### config.mk
export PLATFORM = sky130hd
export DESIGN_NAME = held_note_tracker_top
export DESIGN_NICKNAME = d
export VERILOG_FILES = /design/src/hw/rtl/hnt_pkg.sv /design/src/hw/rtl/hnt_slot_store.sv /design/src/hw/rtl/hnt_ctrl.sv /design/src/hw/rtl/held_note_tracker_top.sv
export SDC_FILE = /design/constraint.sdc
export NUM_CORES = 1
export LEC_CHECK = 0
export BUFFER_PORTS_ARGS = -buffer_cell sky130_fd_sc_hd__buf_2
export CORE_MARGIN = 5
export CORE_UTILIZATION = 37
export CTS_CLUSTER_DIAMETER = 200
export DETAILED_ROUTE_END_ITERATION = 6
export PLACE_DENSITY = 0.61
export SYNTH_ARGS = -nofsm -noshare
export SYNTH_HDL_FRONTEND = slang
export SYNTH_SLANG_ARGS = --single-unit
### constraint.sdc
create_clock -name clk -period 6 [get_ports clk]
set_input_delay 0.6 -clock clk [delete_from_list [all_inputs] [get_ports clk]]
set_output_delay 0.6 -clock clk [all_outputs]
set_load 0.02 [all_outputs]
### src/hw/rtl/hnt_pkg.sv
`default_nettype none

package hnt_pkg;

    // Pool geometry.
    localparam int POOL_SIZE = 16;
    localparam int IDX_W     = (POOL_SIZE > 1) ? $clog2(POOL_SIZE) : 1;
    localparam int COUNT_W   = $clog2(POOL_SIZE + 1);
    localparam int HELD_W    = 5;
    localparam int HELD_EXT_W = COUNT_W + HELD_W;

    // Request kinds.
    localparam logic REQ_NOTE_ON  = 1'b0;
    localparam logic REQ_NOTE_OFF = 1'b1;

    typedef struct packed {
        logic       req_type;
        logic [6:0] pitch;
        logic [6:0] velocity;
        logic [3:0] channel;
    } req_t;

    typedef struct packed {
        logic              ok;
        logic [HELD_W-1:0] held_count;
        logic [6:0]        lowest_pitch;
        logic [6:0]        highest_pitch;
        logic [6:0]        newest_pitch;
        logic [6:0]        newest_velocity;
        logic [3:0]        newest_channel;
    } rsp_t;

    // One note slot; rank 0 is the oldest held note.
    typedef struct packed {
        logic             used;
        logic [6:0]       pitch;
        logic [6:0]       velocity;
        logic [3:0]       channel;
        logic [IDX_W-1:0] rank;
    } slot_t;

    // Write port of the slot store.
    typedef struct packed {
        logic             we;
        logic [IDX_W-1:0] idx;
        slot_t            data;
    } slot_wr_t;

    typedef enum logic [1:0] {
        ST_IDLE,
        ST_SEARCH,
        ST_APPLY,
        ST_DONE
    } ctrl_state_t;

    typedef enum logic [1:0] {
        OP_NONE,
        OP_REFRESH,
        OP_INSERT,
        OP_REMOVE
    } note_op_t;

endpackage

`default_nettype wire

### src/hw/rtl/hnt_slot_store.sv
`default_nettype none

module hnt_slot_store (
    input  wire logic                     clk,
    input  wire logic                     rst_n,
    input  wire logic [hnt_pkg::IDX_W-1:0] rd_idx,
    output hnt_pkg::slot_t                 rd_slot,
    input  hnt_pkg::slot_wr_t              wr
);

    hnt_pkg::slot_t slots_reg [hnt_pkg::POOL_SIZE];

    // Slot registers: cleared at reset, one slot written per cycle while the write enable is set.
    always_ff @(posedge clk or negedge rst_n)
    begin
        if (!rst_n)
        begin
            for (int i = 0; i < hnt_pkg::POOL_SIZE; i++)
            begin
                slots_reg[i] <= '0;
            end
        end
        else if (wr.we)
        begin
            slots_reg[wr.idx] <= wr.data;
        end
    end

    // Scan read port.
    assign rd_slot = slots_reg[rd_idx];

endmodule

`default_nettype wire

### src/hw/rtl/hnt_ctrl.sv
`default_nettype none

module hnt_ctrl (
    input  wire logic                      clk,
    input  wire logic                      rst_n,
    input  wire logic                      req_valid,
    input  hnt_pkg::req_t                  req_data,
    output logic                           req_stall,
    input  wire logic                      rsp_free,
    output logic                           res_valid,
    output hnt_pkg::rsp_t                  res_data,
    output logic [hnt_pkg::IDX_W-1:0]      rd_idx,
    input  hnt_pkg::slot_t                 rd_slot,
    output hnt_pkg::slot_wr_t              wr
);

    localparam logic [hnt_pkg::IDX_W-1:0]   LAST_IDX  = hnt_pkg::IDX_W'(hnt_pkg::POOL_SIZE - 1);
    localparam logic [hnt_pkg::COUNT_W-1:0] FULL_CNT  = hnt_pkg::COUNT_W'(hnt_pkg::POOL_SIZE);
    localparam logic [hnt_pkg::COUNT_W-1:0] CNT_ONE   = hnt_pkg::COUNT_W'(1);
    localparam logic [hnt_pkg::IDX_W-1:0]   RANK_ONE  = hnt_pkg::IDX_W'(1);

    hnt_pkg::ctrl_state_t state_reg, state_next;
    hnt_pkg::note_op_t    op_reg, op_next;
    hnt_pkg::req_t        req_reg, req_next;

    logic [hnt_pkg::IDX_W-1:0]   scan_reg, scan_next;
    logic                        found_reg, found_next;
    logic [hnt_pkg::IDX_W-1:0]   match_idx_reg, match_idx_next;
    logic [hnt_pkg::IDX_W-1:0]   match_rank_reg, match_rank_next;
    logic                        free_found_reg, free_found_next;
    logic [hnt_pkg::IDX_W-1:0]   free_idx_reg, free_idx_next;
    logic [hnt_pkg::IDX_W-1:0]   tgt_reg, tgt_next;
    logic [hnt_pkg::COUNT_W-1:0] count_reg, count_next;
    logic                        ok_reg, ok_next;
    logic                        any_reg, any_next;
    logic [6:0]                  lo_reg, lo_next;
    logic [6:0]                  hi_reg, hi_next;
    logic [6:0]                  np_reg, np_next;
    logic [6:0]                  nv_reg, nv_next;
    logic [3:0]                  nc_reg, nc_next;

    logic                        scan_last;
    logic [hnt_pkg::COUNT_W-1:0] count_new;
    logic [hnt_pkg::COUNT_W-1:0] count_m1;
    hnt_pkg::slot_t              slot_new;
    logic [hnt_pkg::HELD_EXT_W-1:0] held_ext;

    assign scan_last = (scan_reg == LAST_IDX);
    assign count_m1  = count_reg - CNT_ONE;

    // Count after the pending change takes effect.
    always_comb
    begin
        case (op_reg)
            hnt_pkg::OP_INSERT: count_new = count_reg + CNT_ONE;
            hnt_pkg::OP_REMOVE: count_new = count_m1;
            default:            count_new = count_reg;
        endcase
    end

    // Shared slot unit: new contents of the slot under the scan pointer.
    always_comb
    begin
        slot_new = rd_slot;
        case (op_reg)
            hnt_pkg::OP_REFRESH:
            begin
                if (scan_reg == tgt_reg)
                begin
                    slot_new.velocity = req_reg.velocity;
                    slot_new.channel  = req_reg.channel;
                    slot_new.rank     = count_m1[hnt_pkg::IDX_W-1:0];
                end
                else if (rd_slot.used && (rd_slot.rank > match_rank_reg))
                begin
                    slot_new.rank = rd_slot.rank - RANK_ONE;
                end
            end
            hnt_pkg::OP_REMOVE:
            begin
                if (scan_reg == tgt_reg)
                begin
                    slot_new = '0;
                end
                else if (rd_slot.used && (rd_slot.rank > match_rank_reg))
                begin
                    slot_new.rank = rd_slot.rank - RANK_ONE;
                end
            end
            hnt_pkg::OP_INSERT:
            begin
                if (scan_reg == tgt_reg)
                begin
                    slot_new.used     = 1'b1;
                    slot_new.pitch    = req_reg.pitch;
                    slot_new.velocity = req_reg.velocity;
                    slot_new.channel  = req_reg.channel;
                    slot_new.rank     = count_reg[hnt_pkg::IDX_W-1:0];
                end
            end
            default:
            begin
                slot_new = rd_slot;
            end
        endcase
    end

    // Datapath next values for the search and apply passes.
    always_comb
    begin
        req_next        = req_reg;
        op_next         = op_reg;
        scan_next       = scan_reg;
        found_next      = found_reg;
        match_idx_next  = match_idx_reg;
        match_rank_next = match_rank_reg;
        free_found_next = free_found_reg;
        free_idx_next   = free_idx_reg;
        tgt_next        = tgt_reg;
        count_next      = count_reg;
        ok_next         = ok_reg;
        any_next        = any_reg;
        lo_next         = lo_reg;
        hi_next         = hi_reg;
        np_next         = np_reg;
        nv_next         = nv_reg;
        nc_next         = nc_reg;

        case (state_reg)
            hnt_pkg::ST_IDLE:
            begin
                if (req_valid)
                begin
                    req_next        = req_data;
                    scan_next       = '0;
                    found_next      = 1'b0;
                    free_found_next = 1'b0;
                end
            end
            hnt_pkg::ST_SEARCH:
            begin
                // Look for the held pitch and for the lowest free slot.
                if (rd_slot.used && (rd_slot.pitch == req_reg.pitch) && !found_reg)
                begin
                    found_next      = 1'b1;
                    match_idx_next  = scan_reg;
                    match_rank_next = rd_slot.rank;
                end
                if (!rd_slot.used && !free_found_reg)
                begin
                    free_found_next = 1'b1;
                    free_idx_next   = scan_reg;
                end
                scan_next = scan_reg + RANK_ONE;
                if (scan_last)
                begin
                    // Decide the operation once the whole pool has been seen.
                    if (req_reg.req_type == hnt_pkg::REQ_NOTE_ON)
                    begin
                        if (found_next)
                        begin
                            op_next = hnt_pkg::OP_REFRESH;
                        end
                        else if ((count_reg < FULL_CNT) && free_found_next)
                        begin
                            op_next = hnt_pkg::OP_INSERT;
                        end
                        else
                        begin
                            op_next = hnt_pkg::OP_NONE;
                        end
                    end
                    else if (found_next)
                    begin
                        op_next = hnt_pkg::OP_REMOVE;
                    end
                    else
                    begin
                        op_next = hnt_pkg::OP_NONE;
                    end
                    ok_next   = (op_next != hnt_pkg::OP_NONE);
                    tgt_next  = found_next ? match_idx_next : free_idx_next;
                    scan_next = '0;
                    any_next  = 1'b0;
                    lo_next   = '0;
                    hi_next   = '0;
                    np_next   = '0;
                    nv_next   = '0;
                    nc_next   = '0;
                end
            end
            hnt_pkg::ST_APPLY:
            begin
                // Fold the updated slot into the pool summary.
                if (slot_new.used)
                begin
                    if (!any_reg || (slot_new.pitch < lo_reg))
                    begin
                        lo_next = slot_new.pitch;
                    end
                    if (!any_reg || (slot_new.pitch > hi_reg))
                    begin
                        hi_next = slot_new.pitch;
                    end
                    any_next = 1'b1;
                    if ((hnt_pkg::COUNT_W'(slot_new.rank) + CNT_ONE) == count_new)
                    begin
                        np_next = slot_new.pitch;
                        nv_next = slot_new.velocity;
                        nc_next = slot_new.channel;
                    end
                end
                scan_next = scan_reg + RANK_ONE;
                if (scan_last)
                begin
                    count_next = count_new;
                    scan_next  = '0;
                end
            end
            default:
            begin
                scan_next = scan_reg;
            end
        endcase
    end

    // Sequencer next state.
    always_comb
    begin
        state_next = state_reg;
        case (state_reg)
            hnt_pkg::ST_IDLE:
            begin
                if (req_valid)
                begin
                    state_next = hnt_pkg::ST_SEARCH;
                end
            end
            hnt_pkg::ST_SEARCH:
            begin
                if (scan_last)
                begin
                    state_next = hnt_pkg::ST_APPLY;
                end
            end
            hnt_pkg::ST_APPLY:
            begin
                if (scan_last)
                begin
                    state_next = hnt_pkg::ST_DONE;
                end
            end
            hnt_pkg::ST_DONE:
            begin
                if (rsp_free)
                begin
                    state_next = hnt_pkg::ST_IDLE;
                end
            end
            default:
            begin
                state_next = hnt_pkg::ST_IDLE;
            end
        endcase
    end

    // Sequencer outputs.
    always_comb
    begin
        req_stall = (state_reg != hnt_pkg::ST_IDLE);
        res_valid = (state_reg == hnt_pkg::ST_DONE) && rsp_free;
        rd_idx    = scan_reg;
        wr.we     = (state_reg == hnt_pkg::ST_APPLY) && (op_reg != hnt_pkg::OP_NONE);
        wr.idx    = scan_reg;
        wr.data   = slot_new;
    end

    // Result fields; the count is masked to the field width.
    assign held_ext = hnt_pkg::HELD_EXT_W'(count_reg);

    always_comb
    begin
        res_data.ok              = ok_reg;
        res_data.held_count      = held_ext[hnt_pkg::HELD_W-1:0];
        res_data.lowest_pitch    = lo_reg;
        res_data.highest_pitch   = hi_reg;
        res_data.newest_pitch    = np_reg;
        res_data.newest_velocity = nv_reg;
        res_data.newest_channel  = nc_reg;
    end

    // Control registers.
    always_ff @(posedge clk or negedge rst_n)
    begin
        if (!rst_n)
        begin
            state_reg <= hnt_pkg::ST_IDLE;
            scan_reg  <= '0;
            count_reg <= '0;
        end
        else
        begin
            state_reg <= state_next;
            scan_reg  <= scan_next;
            count_reg <= count_next;
        end
    end

    // Working registers of the current request.
    always_ff @(posedge clk)
    begin
        req_reg        <= req_next;
        op_reg         <= op_next;
        found_reg      <= found_next;
        match_idx_reg  <= match_idx_next;
        match_rank_reg <= match_rank_next;
        free_found_reg <= free_found_next;
        free_idx_reg   <= free_idx_next;
        tgt_reg        <= tgt_next;
        ok_reg         <= ok_next;
        any_reg        <= any_next;
        lo_reg         <= lo_next;
        hi_reg         <= hi_next;
        np_reg         <= np_next;
        nv_reg         <= nv_next;
        nc_reg         <= nc_next;
    end

endmodule

`default_nettype wire

### src/hw/rtl/held_note_tracker_top.sv
// A request is handled in two passes over the slots once it is accepted:
// one pass over the slots searches, a second pass updates and summarizes them.
// A new request is taken only after both passes over the single slot read port are done and
// the result has entered the response register; a stalled response delays this.
// The request side stalls while a request is in flight.
// Reset is asynchronous, active low, and empties the note pool and the response register.
`default_nettype none

module held_note_tracker_top (
    input  wire logic    clk,
    input  wire logic    rst_n,
    input  wire logic    req_valid,
    output logic         req_stall,
    input  hnt_pkg::req_t req_data,
    output logic         rsp_valid,
    input  wire logic    rsp_stall,
    output hnt_pkg::rsp_t rsp_data
);

    logic                      rsp_valid_reg;
    hnt_pkg::rsp_t             rsp_data_reg;
    logic                      rsp_free;
    logic                      res_valid;
    hnt_pkg::rsp_t             res_data;
    logic [hnt_pkg::IDX_W-1:0] rd_idx;
    hnt_pkg::slot_t            rd_slot;
    hnt_pkg::slot_wr_t         wr;

    // The response register can take a new result when empty or being drained.
    assign rsp_free = !rsp_valid_reg || !rsp_stall;

    hnt_slot_store u_store (
        .clk     (clk),
        .rst_n   (rst_n),
        .rd_idx  (rd_idx),
        .rd_slot (rd_slot),
        .wr      (wr)
    );

    hnt_ctrl u_ctrl (
        .clk       (clk),
        .rst_n     (rst_n),
        .req_valid (req_valid),
        .req_data  (req_data),
        .req_stall (req_stall),
        .rsp_free  (rsp_free),
        .res_valid (res_valid),
        .res_data  (res_data),
        .rd_idx    (rd_idx),
        .rd_slot   (rd_slot),
        .wr        (wr)
    );

    // Response valid flag.
    always_ff @(posedge clk or negedge rst_n)
    begin
        if (!rst_n)
        begin
            rsp_valid_reg <= 1'b0;
        end
        else if (res_valid)
        begin
            rsp_valid_reg <= 1'b1;
        end
        else if (!rsp_stall)
        begin
            rsp_valid_reg <= 1'b0;
        end
    end

    // Response payload.
    always_ff @(posedge clk)
    begin
        if (res_valid)
        begin
            rsp_data_reg <= res_data;
        end
    end

    assign rsp_valid = rsp_valid_reg;
    assign rsp_data  = rsp_data_reg;

endmodule

`default_nettype wire

==> flow_summary_export.csv, run 1 <==
group,metric,value,unit
status,status,"complete, but fails checks",
status,violations,"DRC",
logic_synthesis,yosysTopAreaCell,"dfrtp_1",
floorplanning,io_pins,63,
routing,drc,1,
layout,n_antenna_cell,0,
sta,max_freq,186,MHz
sta,drv_slew,0,
floorplanning,dieHeight,252,µm
clock_network,cts_made_buffers,48,
clock_network,cts_root_buf,"clkbuf_16",
clock_network,clockBufferDepth,3,
logic_synthesis,synth.top_cell.area_share,43.7,%
global_route,grt_pass1_vias,14300,
clock_network,clk_pin_slew,0.06,ns
logic_synthesis,netlist_instances,1812,
place,routabilityCongestion,0.866,
routing,ant_nets,0,
sta,finalCritPeriodShare,89.6,%
place,postPlaceCellArea,23100,µm²
logic_synthesis,synth_edf_count,111,
power,ir_drop,0.261,mV
worst_setup_path,critPathLaunchType,"register",
power,leakage,10.5,nW
routing,drt_first_pass_iters,7,
sta,clock_skew,0.0246,ns
job,maxCapViolations,0,
worst_setup_path,crit_fanout,22,
sta,setup_violations,0,
floorplanning,start_util,37.5,%
sta,fin_crit,5.38,ns
layout,largest_register_ffs,368,
logic_synthesis,yosys_warnings,0,
clock_network,clk_latency,0.59,ns
clock_network,htreeDepth,2,
worst_setup_path,cp_slowest_cell,"dfrtp_4",
logic_synthesis,syn_avg_cell_area,12.0,µm²
worst_hold_path,min_path_type,"input pin to register",
worst_setup_path,crit_path_end_kind,"register",
place,place_inst,2558,
logic_synthesis,syn-num-nets,1864,
layout,final_cells,2649,
routing,num_vias,14300,
floorplanning,rows,88,
place,io_buffers,62,
layout,design_area,24700,µm²
clock_network,cts_resized,0,
logic_synthesis,synthFlopType,"dfrtp_1",
global_route,grt_pass1_wl,85500,µm
sta,worst_pin_slew,0.960,ns
global_route,grt_use_total,17.1,%
floorplanning,die_x,252,µm
floorplanning,core-area,57900,µm²
sta,rsz0062_at_grt,"false",
logic_synthesis,netlist_top_cells_area,"dfrtp_1, edfxtp_1, mux4_2",
layout,final_layout_size_suffix_gt1_share,21.4,%
routing,post_drt_wl_per_cell,20.7,µm
sta,relSlewSlack,36.0,%
routing,drtIter0Drc,1185,
logic_synthesis,synth_area,21700,µm²
worst_setup_path,critPathMaxStageDelay,0.66,ns
layout,area_delta_synth_final,13.5,%
sta,finalHoldViolations,0,
floorplanning,die_area,63700,µm²
global_route,gr-total-overflow,0,
worst_setup_path,worst_path_dominant_cell_family,"multiplexers",
logic_synthesis,synth-seq-cells,491,
worst_setup_path,critPathBufInv,2,
logic_synthesis,yosysSeqAreaShare,59.1,%
clock_network,post_cts_buffers,0,
layout,nNetsFinal,1896,
worst_setup_path,path_cells,"mux4_2 > mux4_2 > ha_1 > nand3_1 > o221ai_1 > and4_1 > a21oi_1 > o2bb2ai_1 > inv_1 > ha_1 > or4b_1 > nand3_1 > nor3_1 > o32ai_4 > buf_4",
power,p_per_area,543,nW/µm²
clock_network,cts_tree,"built",
logic_synthesis,synth-async-reset-ratio,77.4,%
clock_network,clock_sinks,491,
routing,vias_per_cell,5.39,
worst_setup_path,arrival,5.62,ns
logic_synthesis,ys_types,57,
sta,tns,0,ns
place,place_hpwl,33700,µm
worst_setup_path,critPathKind,"register to register",
routing,totalWireLength,54800,µm
global_route,antenna_found_initial,0,
global_route,grt_max_degree,175,
worst_setup_path,worstPathRequired,6.24,ns
[per-layer routing]
metal  global-route usage (%)  share of wire (%)  vias to the layer above  wire [µm]
met4                     4.20                2.2                        0       1220
met1                     25.0                 45                     7209      24800
met5                        0                  0                        -          0
li1                         -                  -                     6518          -
met2                     26.9                 46                      463      25200
met3                     3.18                6.6                       85       3600
[layout make-up]
cell class / count / area [µm²]
tap: 765 / 957
sequential: 491 / 12900
timing repair buffer: 124 / 801
fill: 5381 / 33200
multi-input combinational: 1142 / 8380
inverter: 37 / 139
clock buffer: 67 / 1330
clock inverter: 23 / 225
[report_power, final]
group	switching (mW)	leakage, nW	total, mW	internal, mW
Sequential	0.575	6.09	5.08	4.51
Combinational	3.12	3.69	5.31	2.20
Clock	1.27	0.765	3.00	1.73
[cell usage in the layout (no fill, tap or decap), drive strengths merged, types with 3 or more instances in the layout]
cell type,netlist,layout
clkinv,0,14
nor2,329,329
a21oi,329,329
bufinv,0,4
and2,6,6
clkbuf,106,67
ha,29,29
nand3,21,21
a211oi,11,11
and3,23,23
nand2,64,64
a22oi,8,8
inv,37,40
nand2b,3,3
buf,36,123
mux4,111,111
a32o,3,3
a21o,3,3
dfrtp,380,380
o21a,5,5
xor2,9,9
edfxtp,111,111
nor4b,3,3
nand4,4,4
mux2,60,60
nor3,13,13
or2,3,3
xnor2,15,15
o21ai,34,34
nor2b,25,25
[kinds of logic (layout without fill, tap and decap cells)]
| kind of cell | after synthesis | in the layout | synth area share, % |
|---|---|---|---|
| adders and majority gates | 29 | 29 | 1.67 |
| DFF | 491 | 491 | 59.1 |
| AOI/OAI and AO/OA | 411 | 411 | 10.2 |
| buffers and inverters | 179 | 251 | 3.30 |
| xor gates and xnor gates | 25 | 25 | 1.07 |
| muxes | 173 | 173 | 14.7 |
| and+or+nand+nor | 504 | 504 | 9.97 |
[final timing paths]
kind                                  start                      to  slack, ns  cells past startpoint
min reg2reg                   u_ctrl.ok_reg            rsp_data[37]       0.42                      0
min                             req_data[6]       u_ctrl.req_reg[6]       0.19                      1
max                        u_ctrl.rd_idx[1]        u_ctrl.nc_reg[0]       0.62                     15
min in group asynchronous             rst_n  u_store.slots_reg[195]       0.54                      2
max reg2reg                u_ctrl.rd_idx[1]        u_ctrl.nc_reg[0]       0.62                     15
max in group asynchronous             rst_n        u_ctrl.rd_idx[0]       3.95                      3
[timing repair]
action,in CTS,in global routing
hold buffers,1,0
endpoints found under the setup margin,0,0
endpoints found under the hold margin,17,0
[metrics by stage]
stage | hold slack [ns] | worst slack (ns) | power, mW | utilization (%)
final | 0.185 | 0.625 | 13.4 | 42.6
after global routing | 0.169 | 0.322 | 14.2 | 42.6
after CTS | 0.157 | 0.670 | 13.5 | 42.6
after detailed placement | 0.405 | 0.693 | 10.5 | 39.9
after global placement | 0.410 | 0.747 | 10.3 | 39.9
after floorplan | 0.304 | 0.0536 | 8.70 | -
[cell usage after synthesis (9+ instances only)]
cell type / number
o21ai_0: 34
a21oi_1: 329
inv_1: 37
ha_1: 29
nor3_1: 13
nand2_1: 64
a211oi_1: 11
nor2b_1: 25
dfrtp_1: 380
mux4_2: 109
xor2_1: 9
and3_1: 22
nor2_1: 329
clkbuf_1: 106
mux2_2: 60
edfxtp_1: 111
xnor2_1: 15
buf_2: 25
nand3_1: 21
No activity file was read; power rests on OpenSTA's default activity.
==> run 2, diff against run 1 <==
--- a/config.mk
+++ b/config.mk
@@ -7,10 +7,10 @@
 export LEC_CHECK = 0
 export BUFFER_PORTS_ARGS = -buffer_cell sky130_fd_sc_hd__buf_2
 export CORE_MARGIN = 5
-export CORE_UTILIZATION = 37
+export CORE_UTILIZATION = 45
 export CTS_CLUSTER_DIAMETER = 200
 export DETAILED_ROUTE_END_ITERATION = 6
-export PLACE_DENSITY = 0.61
+export PLACE_DENSITY = 0.7
 export SYNTH_ARGS = -nofsm -noshare
 export SYNTH_HDL_FRONTEND = slang
 export SYNTH_SLANG_ARGS = --single-unit
==> flow_summary_export.csv, run 2 (synthesized netlist as in run 1, its figures left out) <==
group,metric,value,unit
layout,nNetsFinal,1890,
global_route,grt_pass1_wl,84400,µm
routing,ant_nets,0,
clock_network,clk_pin_slew,0.06,ns
power,p_seq_share,37.4,%
layout,post-route-util,51.4,%
global_route,gr-total-overflow,0,
power,clkPwrFrac,22.7,%
global_route,grt_max_degree,114,
routing,totalWireLength,53200,µm
status,status,"finished, final reports clean",
floorplanning,die_area,52800,µm²
routing,num_vias,14400,
place,place_hpwl,33500,µm
sta,clock_skew,0.00960,ns
sta,finalHoldViolations,0,
layout,mostFrequentLayoutCell,"dfrtp_1",
place,postPlaceCellArea,22900,µm²
routing,drt_first_pass_iters,7,
worst_setup_path,worstPathRequired,6.26,ns
power,internal-power,8.51,mW
clock_network,cts_resized,0,
worst_setup_path,crit_fanout,22,
sta,drv_slew,0,
routing,post_drt_wl_per_cell,21.4,µm
sta,worst_pin_slew,1.30,ns
worst_setup_path,crit_path_end_kind,"register",
routing,vias_per_cell,5.78,
worst_setup_path,critPathLaunchType,"register",
worst_setup_path,rr_endpoint,"u_ctrl.np_reg[5]",
sta,setup_violations,0,
sta,tns,0,ns
place,routabilityCongestion,0.830,
place,dp_slack,0.745,ns
place,io_buffers,62,
floorplanning,start_util,45.5,%
layout,design_area,24500,µm²
sta,fin_crit,5.28,ns
worst_hold_path,min_path_type,"input pin to async pin",
power,power_switching,5.10,mW
routing,drtIter0Drc,1289,
clock_network,cts_tree,"built",
clock_network,htreeDepth,2,
sta,max_freq,189,MHz
routing,drc,0,
global_route,grt_use_total,20.2,%
clock_network,clockBufferDepth,3,
global_route,antenna_found_initial,0,
sta,relSlewSlack,13.1,%
power,switching_share,37.5,%
floorplanning,core-area,47700,µm²
global_route,grt_pass1_vias,14700,
sta,finalWorstSetupSlack,0.717,ns
floorplanning,die_x,230,µm
floorplanning,io_pins,63,
sta,rsz0062_at_grt,"false",
power,combPwrFrac,39.9,%
clock_network,cts_made_buffers,49,
power,ir_drop,0.283,mV
layout,largest_register_ffs,368,
layout,final_layout_size_suffix_gt1_share,21.1,%
worst_setup_path,r2r_cells,15,
power,p_per_area,555,nW/µm²
worst_setup_path,arrival,5.55,ns
job,maxCapViolations,0,
floorplanning,rows,80,
worst_setup_path,r2r_start,"u_ctrl.rd_idx[1]",
power,leakage,10.5,nW
layout,area_delta_synth_final,12.8,%
clock_network,clock_sinks,491,
clock_network,post_cts_buffers,0,
floorplanning,dieHeight,230,µm
worst_setup_path,rrSetupSlack,0.72,ns
worst_setup_path,critPathKind,"register to register",
clock_network,clk_latency,0.58,ns
sta,finalCritPeriodShare,88.0,%
clock_network,cts_root_buf,"clkbuf_16",
clock_network,postCtsHoldBufs,0,
layout,n_antenna_cell,0,
layout,final_cell_mix,"dfrtp_1, a21oi_1, nor2_1",
run 2: cell count changes in the layout (fill, tap and decap cells not counted), moves of 2 or more:
cell / before / now
buf_12: 1 / 3
buf_4: 60 / 52
inv_6: 2 / 0
clkbuf_8: 4 / 7
clkinv_2: 9 / 6
run 2: layer usage:
layer / track usage (%) / vias to the layer above / wire length [µm]
met2: 33.2 / 510 / 25500
met1: 26.9 / 7274 / 22100
li1: - / 6515 / -
met3: 4.71 / 104 / 3960
met4: 6.74 / 0 / 1660
met5: 0 / - / 0
run 2: per-stage QoR:
stage	power (mW)	hold WS, ns	cells
5_1_grt	14.4	0.132	2492
6_report	13.6	0.0397	2492
4_1_cts	13.6	0.0944	2492
3_5_place_dp	10.5	0.405	2402
2_1_floorplan	8.70	0.304	1812
3_3_place_gp	10.3	0.401	2402
run 2: cell type report:
| class | instances | area (µm²) |
|---|---|---|
| clock buffers | 72 | 1400 |
| clock inverters | 18 | 225 |
| fillers | 3936 | 23200 |
| inverters | 37 | 139 |
| multi-input cells | 1142 | 8370 |
| flip-flops and latches | 491 | 12900 |
| well taps | 615 | 769 |
| repair buffers | 117 | 771 |
run 2: worst max-delay path by stage:
stage | from | end | slack, ns | cells after the start
after floorplan | u_ctrl.rd_idx[0] | u_ctrl.nc_reg[0] | 0.05 | 18
after global placement | u_ctrl.rd_idx[0] | u_ctrl.np_reg[1] | 0.83 | 16
after detailed placement | u_ctrl.rd_idx[0] | u_ctrl.np_reg[1] | 0.74 | 16
after CTS | u_ctrl.rd_idx[0] | u_ctrl.nc_reg[1] | 0.72 | 16
after global routing | u_ctrl.rd_idx[0] | u_ctrl.nv_reg[4] | 0.27 | 16
final | u_ctrl.rd_idx[1] | u_ctrl.np_reg[5] | 0.72 | 15
run 2: power by group through the flow:
stage                     Clock [mW]  Sequential [mW]  Combinational [mW]
after floorplan                    0             4.97                3.73
after global placement             0             5.09                5.19
after detailed placement           0             5.14                5.34
after CTS                       3.16             5.09                5.38
after global routing            3.28             5.21                5.90
final                           3.09             5.09                5.43
run 2: critical path, cell delays in order (launching register included):
cell	delay (ns)
dfrtp_4	0.64
mux4_2	0.56
mux4_2	0.59
ha_1	0.38
a21oi_1	0.08
o221ai_1	0.22
and4_1	0.34
a21oi_1	0.10
o2bb2ai_1	0.24
inv_1	0.26
ha_1	0.30
or4b_1	0.53
nand3_1	0.09
nor3_1	0.06
o32ai_2	0.27
buf_4	0.30
==> run 3, diff against run 2 <==
--- a/config.mk
+++ b/config.mk
@@ -6,11 +6,13 @@
 export NUM_CORES = 1
 export LEC_CHECK = 0
 export BUFFER_PORTS_ARGS = -buffer_cell sky130_fd_sc_hd__buf_2
+export CELL_PAD_IN_SITES_DETAIL_PLACEMENT = 1
+export CELL_PAD_IN_SITES_GLOBAL_PLACEMENT = 2
 export CORE_MARGIN = 5
-export CORE_UTILIZATION = 45
+export CORE_UTILIZATION = 39
 export CTS_CLUSTER_DIAMETER = 200
 export DETAILED_ROUTE_END_ITERATION = 6
-export PLACE_DENSITY = 0.7
+export PLACE_DENSITY = 0.82
 export SYNTH_ARGS = -nofsm -noshare
 export SYNTH_HDL_FRONTEND = slang
 export SYNTH_SLANG_ARGS = --single-unit
==> flow_summary_export.csv, run 3 (synthesized netlist as in run 1, its figures left out) <==
group,metric,value,unit
sta,finalCritPeriodShare,88.2,%
worst_setup_path,critPathKind,"register to register",
worst_setup_path,path_cells,"mux4_2 > mux4_2 > ha_1 > nand3_1 > o221ai_1 > and4_1 > a21oi_1 > o2bb2ai_1 > inv_1 > ha_1 > or4b_1 > nand3_1 > nor3_1 > o32ai_2 > buf_4",
routing,ant_nets,0,
layout,post-route-util,45.0,%
clock_network,htreeDepth,2,
sta,fin_crit,5.29,ns
floorplanning,die_area,60600,µm²
floorplanning,dieHeight,246,µm
place,dp_slack,0.734,ns
clock_network,post_cts_buffers,0,
layout,final.fill_count,5786,
worst_setup_path,crit_path_end_kind,"register",
layout,final_layout_size_suffix_gt1_share,21.8,%
power,p_per_area,564,nW/µm²
global_route,grt_max_degree,193,
worst_setup_path,setup.worst_path.start,"u_ctrl.rd_idx[1]",
layout,n_antenna_cell,0,
clock_network,cts_tree,"built",
layout,mostFrequentLayoutCell,"dfrtp_1",
routing,drtIter0Drc,735,
routing,drt_first_pass_iters,5,
power,ir_drop,0.304,mV
worst_setup_path,critPathLaunchType,"register",
global_route,grt_pass1_vias,15800,
worst_hold_path,min_path_type,"input pin to async pin",
worst_setup_path,critPathMaxStageDelay,0.69,ns
clock_network,clk_pin_slew,0.06,ns
clock_network,cts_root_buf,"clkbuf_16",
routing,drc,0,
routing,num_vias,14500,
sta,clock_skew,0.0207,ns
global_route,grt_pass1_wl,93500,µm
power,internal-power,8.68,mW
floorplanning,die_x,246,µm
sta,tns,0,ns
sta,finalWorstSetupSlack,0.711,ns
clock_network,cts_made_buffers,50,
power,power_switching,5.34,mW
place,postPlaceCellArea,23100,µm²
sta,setup_violations,0,
layout,largest_register_ffs,368,
floorplanning,rows,86,
global_route,antenna_found_initial,0,
sta,worst_pin_slew,1.20,ns
sta,max_freq,189,MHz
power,finalPower,14.0,mW
clock_network,clk_latency,0.60,ns
clock_network,cts_resized,0,
floorplanning,core-area,55200,µm²
layout,final_cells,2632,
layout,nNetsFinal,1894,
layout,final_cell_mix,"dfrtp_1, a21oi_1, nor2_1",
worst_setup_path,crit_fanout,24,
floorplanning,io_pins,63,
place,routabilityCongestion,0.877,
global_route,grt_use_total,19.8,%
sta,fin_hold_ws,0.0409,ns
global_route,gr-total-overflow,0,
worst_setup_path,r2r_start,"u_ctrl.rd_idx[1]",
power,clkPwrFrac,23.7,%
worst_setup_path,arrival,5.57,ns
place,place_hpwl,37700,µm
place,io_buffers,62,
routing,vias_per_cell,5.49,
routing,totalWireLength,59000,µm
status,status,"finished, final reports clean",
clock_network,clockBufferDepth,3,
clock_network,clock_sinks,491,
power,combPwrFrac,40.0,%
worst_setup_path,worstPathRequired,6.28,ns
layout,design_area,24800,µm²
routing,post_drt_wl_per_cell,22.4,µm
floorplanning,start_util,39.4,%
place,place_inst,2538,
job,maxCapViolations,0,
power,leakage,10.6,nW
power,p_seq_share,36.3,%
power,switching_share,38.1,%
clock_network,postCtsHoldBufs,0,
worst_setup_path,cp_slowest_cell,"dfrtp_4",
sta,finalHoldViolations,0,
sta,rsz0062_at_grt,"false",
sta,drv_slew,0,
layout,area_delta_synth_final,14.3,%
sta,relSlewSlack,19.9,%
## run 3: layer usage
metal | vias up | share of wire, % | routed length (µm) | track usage [%]
met5 | - | 0 | 0 | 0
met4 | 0 | 3.5 | 2070 | 6.71
met3 | 111 | 4.8 | 2810 | 3.96
met2 | 272 | 48 | 28600 | 33.2
met1 | 7572 | 43 | 25600 | 26.1
li1 | 6503 | - | - | -
## run 3: critical path, delay by kind of cell, from the launching register on
family	cells	cell delay, ns
buffers and inverters	2	0.55
adder cells (fa/ha/maj)	2	0.67
flip-flops	1	0.69
multiplexers	2	1.13
AND/OR/NAND/NOR	5	1.11
AO/OA/AOI/OAI	4	0.80
## run 3: cell type report
cell class | count | area [µm²] | area share [%]
multi-input combinational | 1142 | 8370 | 33.7
inverter | 37 | 139 | 0.559
tap | 748 | 936 | 3.77
timing repair buffer | 120 | 781 | 3.14
clock inverter | 22 | 274 | 1.10
clock buffer | 72 | 1500 | 6.02
sequential | 491 | 12900 | 51.7
## run 3: power by group through the flow
stage	clock network, mW	registers (mW)	logic [mW]
2_1_floorplan	0	4.97	3.73
3_3_place_gp	0	5.08	5.40
3_5_place_dp	0	5.14	5.57
4_1_cts	3.40	5.09	5.61
5_1_grt	3.55	5.20	6.10
6_report	3.33	5.09	5.61
## run 3: worst paths after layout
check                                       to  cells after the start  slack [ns]
min reg2reg                       rsp_data[11]                      0        0.42
max reg2reg                   u_ctrl.np_reg[0]                     15        0.71
max                           u_ctrl.np_reg[0]                     15        0.71
min                        u_ctrl.count_reg[2]                      1        0.04
max in group asynchronous     u_ctrl.rd_idx[1]                      2        4.25
min in group clk            u_ctrl.req_reg[11]                      1        0.18
